[config.mk]
export PLATFORM = sky130hd
export DESIGN_NAME = binary_mask_erosion
export DESIGN_NICKNAME = d
export VERILOG_FILES = /design/src/rtl/bme_pkg.sv /design/src/rtl/bme_lane.sv /design/src/rtl/bme_stage.sv /design/src/rtl/binary_mask_erosion.sv
export SDC_FILE = /design/constraint.sdc
export NUM_CORES = 2
export LEC_CHECK = 0
export BUFFER_PORTS_ARGS = -buffer_cell sky130_fd_sc_hd__buf_2
export CELL_PAD_IN_SITES_DETAIL_PLACEMENT = 0
export CELL_PAD_IN_SITES_GLOBAL_PLACEMENT = 1
export CORE_UTILIZATION = 47
export DETAILED_ROUTE_END_ITERATION = 6
export HOLD_SLACK_MARGIN = 0.06
export PLACE_DENSITY_LB_ADDON = 0.1
export SLEW_MARGIN = 20
export SYNTH_ARGS = -nofsm -noshare
export SYNTH_HDL_FRONTEND = slang
export SYNTH_SLANG_ARGS = --single-unit
[constraint.sdc]
create_clock -name i_clk -period 14.13 [get_ports i_clk]
set_input_delay 0.7065 -clock i_clk [delete_from_list [all_inputs] [get_ports i_clk]]
set_output_delay 0.7065 -clock i_clk [all_outputs]
set_load 0.01 [all_outputs]
[src/rtl/bme_pkg.sv]
// Shared types and constants for the binary mask erosion block.
package bme_pkg;

    localparam int ROW_W    = 64;
    localparam int WIDTH_W  = 7;
    localparam int PASSES_W = 4;
    localparam int ADDR_W   = 3;
    localparam int DATA_W   = 32;

    localparam logic REG_ROW_WIDTH = 1'b0;
    localparam logic REG_PASSES    = 1'b1;

    localparam logic [WIDTH_W-1:0]  RST_ROW_WIDTH = 7'd64;
    localparam logic [PASSES_W-1:0] RST_PASSES    = 4'd1;

    typedef struct packed {
        logic [ROW_W-1:0] bits;
        logic             last;
    } t_row;

endpackage

[src/rtl/bme_lane.sv]
// One column lane: 3x3 AND over the neighborhood of a single pixel.
module bme_lane (
    input  logic [2:0] i_above,
    input  logic [2:0] i_mid,
    input  logic [2:0] i_below,
    input  logic       i_en,
    output logic       o_bit
);

    assign o_bit = (&i_above) & (&i_mid) & (&i_below) & i_en;

endmodule

[src/rtl/bme_stage.sv]
// One erosion pass: two line registers, column lanes and an output register.
module bme_stage
    import bme_pkg::*;
#(
    parameter int MAX_WIDTH = 64
) (
    input  logic                 i_clk,
    input  logic                 i_rst_n,
    input  logic                 i_clear,
    input  logic [MAX_WIDTH-1:0] i_mask,
    input  logic                 i_in_valid,
    output logic                 o_in_ready,
    input  t_row                 i_in,
    output logic                 o_out_valid,
    input  logic                 i_out_ready,
    output t_row                 o_out
);

    logic [MAX_WIDTH-1:0] r_prev;
    logic [MAX_WIDTH-1:0] r_cur;
    logic                 r_held;
    logic                 r_pend;
    logic                 r_out_valid;
    t_row                 r_out;

    logic [MAX_WIDTH-1:0] x;
    logic [MAX_WIDTH+1:0] pad_above;
    logic [MAX_WIDTH+1:0] pad_mid;
    logic [MAX_WIDTH+1:0] pad_below;
    logic [MAX_WIDTH-1:0] eroded;
    logic                 out_free;
    logic                 accept;

    assign x         = i_in.bits[MAX_WIDTH-1:0];
    assign pad_above = {1'b0, r_prev, 1'b0};
    assign pad_mid   = {1'b0, r_cur, 1'b0};
    assign pad_below = {1'b0, x, 1'b0};

    for (genvar c = 0; c < MAX_WIDTH; c++) begin : g_lane
        bme_lane u_lane (
            .i_above (pad_above[c+2:c]),
            .i_mid   (pad_mid[c+2:c]),
            .i_below (pad_below[c+2:c]),
            .i_en    (i_mask[c]),
            .o_bit   (eroded[c])
        );
    end

    assign out_free    = !r_out_valid || i_out_ready;
    assign o_in_ready  = !r_pend && out_free;
    assign accept      = i_in_valid && o_in_ready;
    assign o_out_valid = r_out_valid;
    assign o_out       = r_out;

    always_ff @(posedge i_clk) begin
        if (!i_rst_n || i_clear) begin
            r_held      <= 1'b0;
            r_pend      <= 1'b0;
            r_out_valid <= 1'b0;
        end else if (accept) begin
            if (!r_held) begin
                if (i_in.last) begin
                    // single-row frame: always empty
                    r_out_valid <= 1'b1;
                    r_out.bits  <= '0;
                    r_out.last  <= 1'b1;
                end else begin
                    r_out_valid <= 1'b0;
                    r_prev      <= '0;
                    r_cur       <= x;
                    r_held      <= 1'b1;
                end
            end else begin
                r_out_valid <= 1'b1;
                r_out.bits  <= ROW_W'(eroded);
                r_out.last  <= 1'b0;
                if (i_in.last) begin
                    // bottom row erodes against background: empty, sent next
                    r_pend <= 1'b1;
                    r_held <= 1'b0;
                end else begin
                    r_prev <= r_cur;
                    r_cur  <= x;
                end
            end
        end else if (r_pend && out_free) begin
            r_out_valid <= 1'b1;
            r_out.bits  <= '0;
            r_out.last  <= 1'b1;
            r_pend      <= 1'b0;
        end else if (i_out_ready) begin
            r_out_valid <= 1'b0;
        end
    end

endmodule

[src/rtl/binary_mask_erosion.sv]
// Repeated 3x3 binary erosion of a row-streamed mask; one mask row per item on
// the input and output streams. The block takes one row per clock cycle when
// the output is not stalled and no flush row is pending. Each configured pass
// is one line-buffered stage that delays the stream by one row; a row marked
// last flushes the chain and yields up to passes+1 rows, each stage sending
// its final empty row via its single output register. With passes at zero
// each row passes through, masked to row_width, after one register.
// Registers: row_width at 0x0 (bits outside the width read as background and
// come out clear), passes at 0x4 (values above MAX_PASSES act as MAX_PASSES).
// Writing passes drops any frame in progress; write either only while idle.
module binary_mask_erosion
    import bme_pkg::*;
#(
    parameter int MAX_WIDTH  = 64,
    parameter int MAX_PASSES = 8
) (
    input  logic              i_clk,
    input  logic              i_rst_n,
    input  logic              s_axis_tvalid,
    output logic              s_axis_tready,
    input  logic [ROW_W-1:0]  s_axis_tdata,  // row_bits[63:0]
    input  logic              s_axis_tlast,
    output logic              m_axis_tvalid,
    input  logic              m_axis_tready,
    output logic [ROW_W-1:0]  m_axis_tdata,  // eroded_bits[63:0]
    output logic              m_axis_tlast,
    input  logic              psel,
    input  logic              penable,
    input  logic              pwrite,
    input  logic [ADDR_W-1:0] paddr,
    input  logic [DATA_W-1:0] pwdata,
    output logic [DATA_W-1:0] prdata,
    output logic              pready
);

    localparam int PW = $clog2(MAX_PASSES + 1);

    logic [WIDTH_W-1:0]  r_row_width;
    logic [PASSES_W-1:0] r_passes;
    logic                r_m_valid;
    t_row                r_m;

    logic                 cfg_wr;
    logic                 clear;
    logic [PW-1:0]        np;
    logic [MAX_WIDTH-1:0] mask;
    t_row                 in_row;
    logic                 m_ready;
    logic                 m_in_valid;
    t_row                 m_in;

    logic st_in_valid  [MAX_PASSES];
    logic st_in_ready  [MAX_PASSES];
    logic st_out_valid [MAX_PASSES];
    logic st_out_ready [MAX_PASSES];
    t_row st_in        [MAX_PASSES];
    t_row st_out       [MAX_PASSES];

    // configuration
    assign pready = 1'b1;
    assign cfg_wr = psel && penable && pwrite && pready;
    assign clear  = cfg_wr && (paddr[2] == REG_PASSES);

    always_ff @(posedge i_clk) begin
        if (!i_rst_n) begin
            r_row_width <= RST_ROW_WIDTH;
            r_passes    <= RST_PASSES;
        end else if (cfg_wr) begin
            case (paddr[2])
                REG_ROW_WIDTH: r_row_width <= pwdata[WIDTH_W-1:0];
                REG_PASSES:    r_passes    <= pwdata[PASSES_W-1:0];
                default:       ;
            endcase
        end
    end

    always_comb begin
        case (paddr[2])
            REG_ROW_WIDTH: prdata = DATA_W'(r_row_width);
            REG_PASSES:    prdata = DATA_W'(r_passes);
            default:       prdata = '0;
        endcase
    end

    assign np = (int'(r_passes) > MAX_PASSES) ? PW'(MAX_PASSES) : PW'(r_passes);

    for (genvar c = 0; c < MAX_WIDTH; c++) begin : g_mask
        assign mask[c] = r_row_width > WIDTH_W'(c);
    end

    assign in_row.bits = ROW_W'(s_axis_tdata[MAX_WIDTH-1:0] & mask);
    assign in_row.last = s_axis_tlast;

    // stage chain
    for (genvar s = 0; s < MAX_PASSES; s++) begin : g_stage
        if (s == 0) begin : g_first
            assign st_in_valid[s] = s_axis_tvalid && (np != '0);
            assign st_in[s]       = in_row;
        end else begin : g_next
            assign st_in_valid[s] = st_out_valid[s-1] && (PW'(s) < np);
            assign st_in[s]       = st_out[s-1];
        end

        if (s == MAX_PASSES - 1) begin : g_tail
            assign st_out_ready[s] = (PW'(s + 1) == np) && m_ready;
        end else begin : g_mid
            assign st_out_ready[s] = (PW'(s + 1) == np) ? m_ready : st_in_ready[s+1];
        end

        bme_stage #(
            .MAX_WIDTH (MAX_WIDTH)
        ) u_stage (
            .i_clk       (i_clk),
            .i_rst_n     (i_rst_n),
            .i_clear     (clear),
            .i_mask      (mask),
            .i_in_valid  (st_in_valid[s]),
            .o_in_ready  (st_in_ready[s]),
            .i_in        (st_in[s]),
            .o_out_valid (st_out_valid[s]),
            .i_out_ready (st_out_ready[s]),
            .o_out       (st_out[s])
        );
    end

    assign s_axis_tready = (np == '0) ? m_ready : st_in_ready[0];

    // merge: pick the last active stage, or the bypass path
    always_comb begin
        m_in_valid = s_axis_tvalid;
        m_in       = in_row;
        for (int s = 0; s < MAX_PASSES; s++) begin
            if (PW'(s + 1) == np) begin
                m_in_valid = st_out_valid[s];
                m_in       = st_out[s];
            end
        end
    end

    assign m_ready = !r_m_valid || m_axis_tready;

    always_ff @(posedge i_clk) begin
        if (!i_rst_n) begin
            r_m_valid <= 1'b0;
        end else if (m_ready) begin
            r_m_valid <= m_in_valid;
        end
    end

    always_ff @(posedge i_clk) begin
        if (m_ready && m_in_valid) begin
            r_m <= m_in;
        end
    end

    assign m_axis_tvalid = r_m_valid;
    assign m_axis_tdata  = r_m.bits;
    assign m_axis_tlast  = r_m.last;

endmodule

# Word-level counts from Yosys, hierarchy flattened
# Cells that the tools add are included.
[totals]
reg_bits = 1645
latch_bits = 0
mem_bits_rw = 0
rom_bits = 0
input_bits = 107
out_inout_bits = 100
elab_cells = 3423
n_memories = 0
[classes]
n_addsub = 0
multipliers = 0
n_div = 0
magnitude_cmp = 72
n_eq_ne = 32
shift = 0
mux = 162
bitwise_logic = 1499
reduce_logical = 1597
[op_table]
columns = ["cell", "count"]
rows = [
  ["3-bit AND reduction", 1512],
  ["65-bit 2-to-1 mux", 40],
  ["64-bit 2-to-1 mux", 24],
  ["1-bit bitwise AND", 1488],
  ["7-bit by 6-bit > comparator with 1-bit output, second input constant", 32],
  ["7-bit by 5-bit > comparator with 1-bit output, second input constant", 16],
  ["1-bit 2-to-1 mux", 96],
  ["64-bit bitwise AND", 1],
  ["32-bit case mux with 2 select lines", 1],
  ["7-bit by 4-bit > comparator with 1-bit output, second input constant", 8],
  ["1-bit logical AND", 37],
  ["7-bit by 3-bit > comparator with 1-bit output, second input constant", 4],
  ["3-bit by 2-bit inequality test with 1-bit output, second input constant", 8],
  ["3-bit nonzero test", 8],
  ["1-bit zero test", 18],
  ["3-bit by 4-bit equality test with 1-bit output, first input constant", 4],
  ["3-bit by 4-bit less-than comparator with 1-bit output, first input constant", 4],
  ["2-bit by 1-bit inequality test with 1-bit output, second input constant", 8],
  ["2-bit inequality test, second input constant", 8],
  ["2-bit nonzero test", 8],
  ["7-bit by 1-bit > comparator with 1-bit output, second input constant", 2],
  ["7-bit by 2-bit > comparator with 1-bit output, second input constant", 2],
  ["1-bit logical OR", 10],
  ["1-bit NOT", 10],
  ["other kinds (10)", 13],
]

# Longest topological paths before layout
[depth]
depth_word = 30
mapped_depth = 11
ltp_nobuf = 8

# Modules after synthesis
# From an unflattened synthesis, not the netlist that was laid out.
[unflattened]
hier_cells = 6284
area_unflattened_um2 = 78290.1
[modules_own_cells]
columns = ["mod", "instances", "cells_per_inst", "area_per_inst_um2", "seq_area_each_um2"]
rows = [
  ["bme_stage", 8, 358, 6845.3, 5855.6],
  ["bme_lane", 512, 4, 26.3, 0.0],
  ["binary_mask_erosion", 1, 1372, 10074.7, 2192.1],
]

# Worst setup path before layout
# Ideal clock, no wire load.
[synth_path]
kind = "input port to flip-flop"
from = "in m_axis_tready"
to = "reg g_stage[4].u_stage.r_cur[10], enable pin"
setup_ps = 858
t_arrival_ps = 12364
t_required_ps = 13272
path_slack_ps = 908
path_stages = 6
n_path_buf = 1
cell_sequence = "nand2b_1 > buf_2 > a21boi_0 > o41ai_4 > a21oi_1 > nor4_1"
[synth_between]
elab_chain_len = 15
[synth_lines]
columns = ["item", "line", "text"]
rows = [
  ["from (decl)", "binary_mask_erosion.sv:24", "input logic m_axis_tready,"],
  ["1-bit logical OR (*)", "binary_mask_erosion.sv:140", "assign m_ready = !r_m_valid || m_axis_tready;"],
  ["1-bit logical AND", "binary_mask_erosion.sv:105", "assign st_out_ready[s] = (PW'(s + 1) == np) && m_ready;"],
  ["1-bit logical OR", "bme_stage.sv:49", "assign out_free = !r_out_valid || i_out_ready;"],
  ["1-bit logical AND", "bme_stage.sv:50", "assign o_in_ready = !r_pend && out_free;"],
  ["1-bit 2-to-1 mux", "binary_mask_erosion.sv:107", "assign st_out_ready[s] = (PW'(s + 1) == np) ? m_ready : st_in_ready[s+1];"],
  ["1-bit logical OR", "bme_stage.sv:49", ""],
  ["1-bit logical AND", "bme_stage.sv:50", ""],
  ["1-bit 2-to-1 mux", "binary_mask_erosion.sv:107", ""],
  ["1-bit logical OR", "bme_stage.sv:49", ""],
  ["1-bit logical AND", "bme_stage.sv:50", ""],
  ["1-bit 2-to-1 mux (*)", "binary_mask_erosion.sv:107", ""],
  ["1-bit logical OR (*)", "bme_stage.sv:49", ""],
  ["1-bit logical AND (*)", "bme_stage.sv:50", ""],
  ["1-bit logical AND (*)", "bme_stage.sv:51", "assign accept = i_in_valid && o_in_ready;"],
  ["3-bit AND reduction (no source line) (*)", "-", ""],
  ["to (signal assigned)", "bme_stage.sv:70", "r_cur <= x;"],
  ["to (signal assigned)", "bme_stage.sv:83", "r_cur <= x;"],
  ["to (decl)", "bme_stage.sv:20", "logic [MAX_WIDTH-1:0] r_cur;"],
]
# Mark *: on every way between the ends. The rest lies on a longest branch, timed or not.
# A chain may end at the register's enable or synchronous reset.

# Final worst setup path
[layout_path]
from = "reg r_passes[3]"
to = "out s_axis_tready"
[layout_between]
elab_chain_len = 28
word_cells_on_any_way = 36
classes_between = "order compare: 1; eq/ne: 8; mux: 9; reduce/logical: 18"
[layout_lines]
columns = ["item", "line", "text"]
rows = [
  ["from (decl)", "binary_mask_erosion.sv:39", "logic [PASSES_W-1:0] r_passes;"],
  ["from (signal assigned)", "binary_mask_erosion.sv:71", "REG_PASSES: r_passes <= pwdata[PASSES_W-1:0];"],
  ["4-bit > comparator", "binary_mask_erosion.sv:85", "assign np = (int'(r_passes) > MAX_PASSES) ? PW'(MAX_PASSES) : PW'(r_passes);"],
  ["4-bit 2-to-1 mux (*)", "binary_mask_erosion.sv:85", ""],
  ["4-bit equality test", "binary_mask_erosion.sv:105", ""],
  ["1-bit logical AND", "binary_mask_erosion.sv:105", ""],
  ["1-bit logical OR", "bme_stage.sv:49", ""],
  ["1-bit logical AND", "bme_stage.sv:50", ""],
  ["1-bit 2-to-1 mux", "binary_mask_erosion.sv:107", ""],
  ["1-bit logical OR", "bme_stage.sv:49", ""],
  ["(+12 left out)", "-", ""],
  ["1-bit logical AND", "bme_stage.sv:50", ""],
  ["1-bit 2-to-1 mux", "binary_mask_erosion.sv:107", ""],
  ["1-bit logical OR", "bme_stage.sv:49", ""],
  ["1-bit logical AND", "bme_stage.sv:50", ""],
  ["1-bit 2-to-1 mux", "binary_mask_erosion.sv:107", ""],
  ["1-bit logical OR", "bme_stage.sv:49", ""],
  ["1-bit logical AND", "bme_stage.sv:50", ""],
  ["1-bit 2-to-1 mux (*)", "binary_mask_erosion.sv:126", "assign s_axis_tready = (np == '0) ? m_ready : st_in_ready[0];"],
  ["to (decl)", "binary_mask_erosion.sv:20", "output logic s_axis_tready,"],
]
# Marks and branches as above.

==> impl_metrics.toml <==
[status]
status = "finished, violations left"
violations = "DRC"

[yosys]
synth-simple-area-share = 0.187
ys_types = 83
synth_area_leaders = "edfxtp_1 71%, and2_1 4.9%, nand3_1 2.9%"
synth_compound_area_frac = 0.0593
yosys.area_share.adder = 0
syn_area_per_cell_um2 = 14.1
ys_ff_latch = 1461
synth_top_family_by_area = "simple AND/OR/NAND/NOR gates"
yosysTopAreaCell = "edfxtp_1"
ys_seq_area_frac = 0.725
synth_flop_cell = "edfxtp_1"
synth_warnings = 0
async_flop_share = 0
syn_area_um2 = 60000
synth-edff-count = 1425
synthCells = 4261
synth_xor_area_frac = 0.000146
synth_top_cell_area_share = 0.713
synthMuxAreaShare = 0.00778

[setup_path]
start_kind = "register"
critPathKind = "reg -> out"
cp_slowest_stage_delay_ns = 0.69
crit_path_top_delay_cell = "buf_4"
cp_common_cell = "buf_4"
crit_arrival_ns = 5.08
path_buf_inv = 4
crit_fanout = 50
crit_path_end_kind = "output pin"
critPathRequiredTime_ns = 13.42
crit_family = "buffers and inverters"
cp_cell_sequence = "buf_4 > and4bb_2 > buf_4 > a21boi_0 > o32ai_2 > a21o_1 > a311o_1 > buf_4 > nand2_1 > o31ai_1 > buf_2"

[floorplan]
core_area_um2 = 126000
die_h_um = 359
io_pins = 207
fp-row-count = 130
die-area_um2 = 129000
initial_core_util = 0.476
die_w_um = 359

[clock_network]
numCtsBuffers = 154
cts-root-buf = "clkbuf_16"
ctsHoldBuffers = 0
cts_buffer_depth = 3
post_cts_resized = 0
cts.htree.levels = 4
cts_tree = "built"
clock_latency_ns = 0.80
post_cts_buffers = 0
clock-sinks = 1461
path_clk_slew_ns = 0.06

[sta]
fin_crit_ns = 5.79
fmax_ghz = 0.173
worstMarginPinSlew_ns = 1.19
slew_violations = 0
rsz0062_at_grt = "false"
final.setup.tns_ns = 0
hold_violations = 0
fin_skew_ns = 0.0226
relSlewSlack = 0.201
fin_crit_sh = 0.410
setup_viol = 0
setup_slack_ns = 8.34

[cells_and_area]
final_nets = 4592
final_util = 0.538
n_fill_cell = 10633
layout-drive-gt1-share = 0.151
final_common_cell = "edfxtp_1"
syn2layout_area_growth_pct = 13.0
stdcell_count = 6255
seqCellArea_um2 = 43500
multi_input_area_um2 = 15600
mostFrequentLayoutCells = "1,425 x edfxtp_1, 470 x and2_1, 342 x nand3_1, 216 x nor4_1, 196 x nor3_1"

[global_route]
antenna_found_initial = 6
grt_pass1_vias = 36663
grt_pass1_wl_um = 253000
grt_usage = 0.270
grt_max_degree = 85
grt_overflow = 0

[place]
gp_congestion = 0.833
io_buffers = 153
hpwl_um = 121000
place_ws_ns = 8.43
dp.cells = 5979

[detailed_routing]
post_drt_via_cell_ratio = 6.08
met3_length_um = 14600
wl_met1_um = 81000
drtIter0Drc = 4678
top_layer_used = "met5"
wl_per_cell_um = 27.9
wirelength_um = 174000
wl_met2_um = 74300
drt_pre_antenna_iters = 7
antenna_left = 0
remaining_drc_errors = 1
vias = 38016

[job]
drv_cap = 0

[pwr]
leakagePower_nw = 21.7
p_total_w = 0.00900
max-vdd-ir-drop_v = 0.000123
p_per_area_nw_per_um2 = 133

[hold_path]
hold_class = "in -> reg"
## worst reg2reg max path: stages (launching register included)
cell	delay [ns]
dfxtp_4	0.49
buf_4	0.42
and4bb_2	0.36
buf_4	0.69
a21boi_0	0.28
o32ai_2	0.30
a21o_1	0.30
a311o_1	0.23
buf_4	0.28
nand2_1	0.32
nor3_2	0.84
buf_4	0.71
## layout make-up
| type | count | area share |
|---|---|---|
| inverter | 40 | 0.00222 |
| multi-input combinational | 2552 | 0.229 |
| clock inverter | 73 | 0.00879 |
| timing repair buffer | 276 | 0.0253 |
| sequential | 1461 | 0.642 |
| clock buffer | 200 | 0.0614 |
| tap | 1650 | 0.0305 |
| antenna | 3 | 0.000111 |
## cell families after synthesis
| kind of cell | after synthesis |
|---|---|
| DFF | 1461 |
| other | 2 |
| buffers and inverters | 272 |
| AOI/OAI and AO/OA | 545 |
| muxes | 41 |
| xor gates and xnor gates | 1 |
| and+or+nand+nor | 1939 |
## path summary, 6_finish.rpt
check / depth (start not counted) / startpoint / slack, ns / endpoint
hold reg to reg: 0 / g_stage[5].u_stage.o_out[39] / 0.47 / g_stage[6].u_stage.r_cur[38]
setup reg to reg: 11 / r_passes[3] / 8.46 / g_stage[0].u_stage.o_out[19]
hold / removal: 3 / pwdata[6] / 0.12 / r_row_width[6]
setup / recovery: 11 / r_passes[3] / 8.34 / s_axis_tready
## power breakdown
part           leakage [nW]  internal (W)  switching, W  total [W]
Clock                  2.33       0.00223       0.00168    0.00392
Combinational          5.74     0.0000832      0.000239   0.000322
Sequential             13.6       0.00474     0.0000214    0.00476
## synthesized netlist by cell type (11+ instances only)
cell type and instances:
nand2b_1 18, a21oi_1 137, o211ai_1 12, buf_2 12
clkbuf_1 164, nor3_1 203, nor4_1 218, o311ai_0 13
buf_4 29, a221o_1 24, a31oi_1 18, mux2i_1 23
or2_2 108, or3_1 28, edfxtp_1 1425, and3_1 42
a221oi_1 12, buf_1 19, a22oi_1 50, and2_1 471
o21ai_0 156, nand2_1 153, dfxtp_1 36, a211oi_1 21
nor2b_1 46, nand3_1 342, inv_1 37, nand4_1 121
a21o_1 11, mux2_2 15, nor2_1 121, a222oi_1 18
## metal layers
metal	track usage	vias up
met2	0.380	1566
met5	0	-
met1	0.420	19205
met4	0.0788	2
met3	0.0537	237
li1	-	17006
## flip-flops by register name, indices dropped and copies added, names as in the netlist
signal                       count
m_axis_tvalid                    1
g_stage.u_stage.r_held           8
g_stage.u_stage.o_out_valid      8
r_passes                         4
m_axis_tlast                     1
g_stage.u_stage.r_prev         456
m_axis_tdata                    64
g_stage.u_stage.o_out          448
g_stage.u_stage.r_pend           8
g_stage.u_stage.r_cur          456
r_row_width                      7
## stage by stage
| step | hold WS (ns) | area (µm²) |
|---|---|---|
| finish | 0.116 | 67800 |
| global placement | 0.458 | 63000 |
| floorplan | 0.436 | 60100 |
| global route | 0.126 | 67800 |
| detailed placement | 0.461 | 63000 |
| CTS | 0.0754 | 67800 |
(Power assumes the default switching activity.)
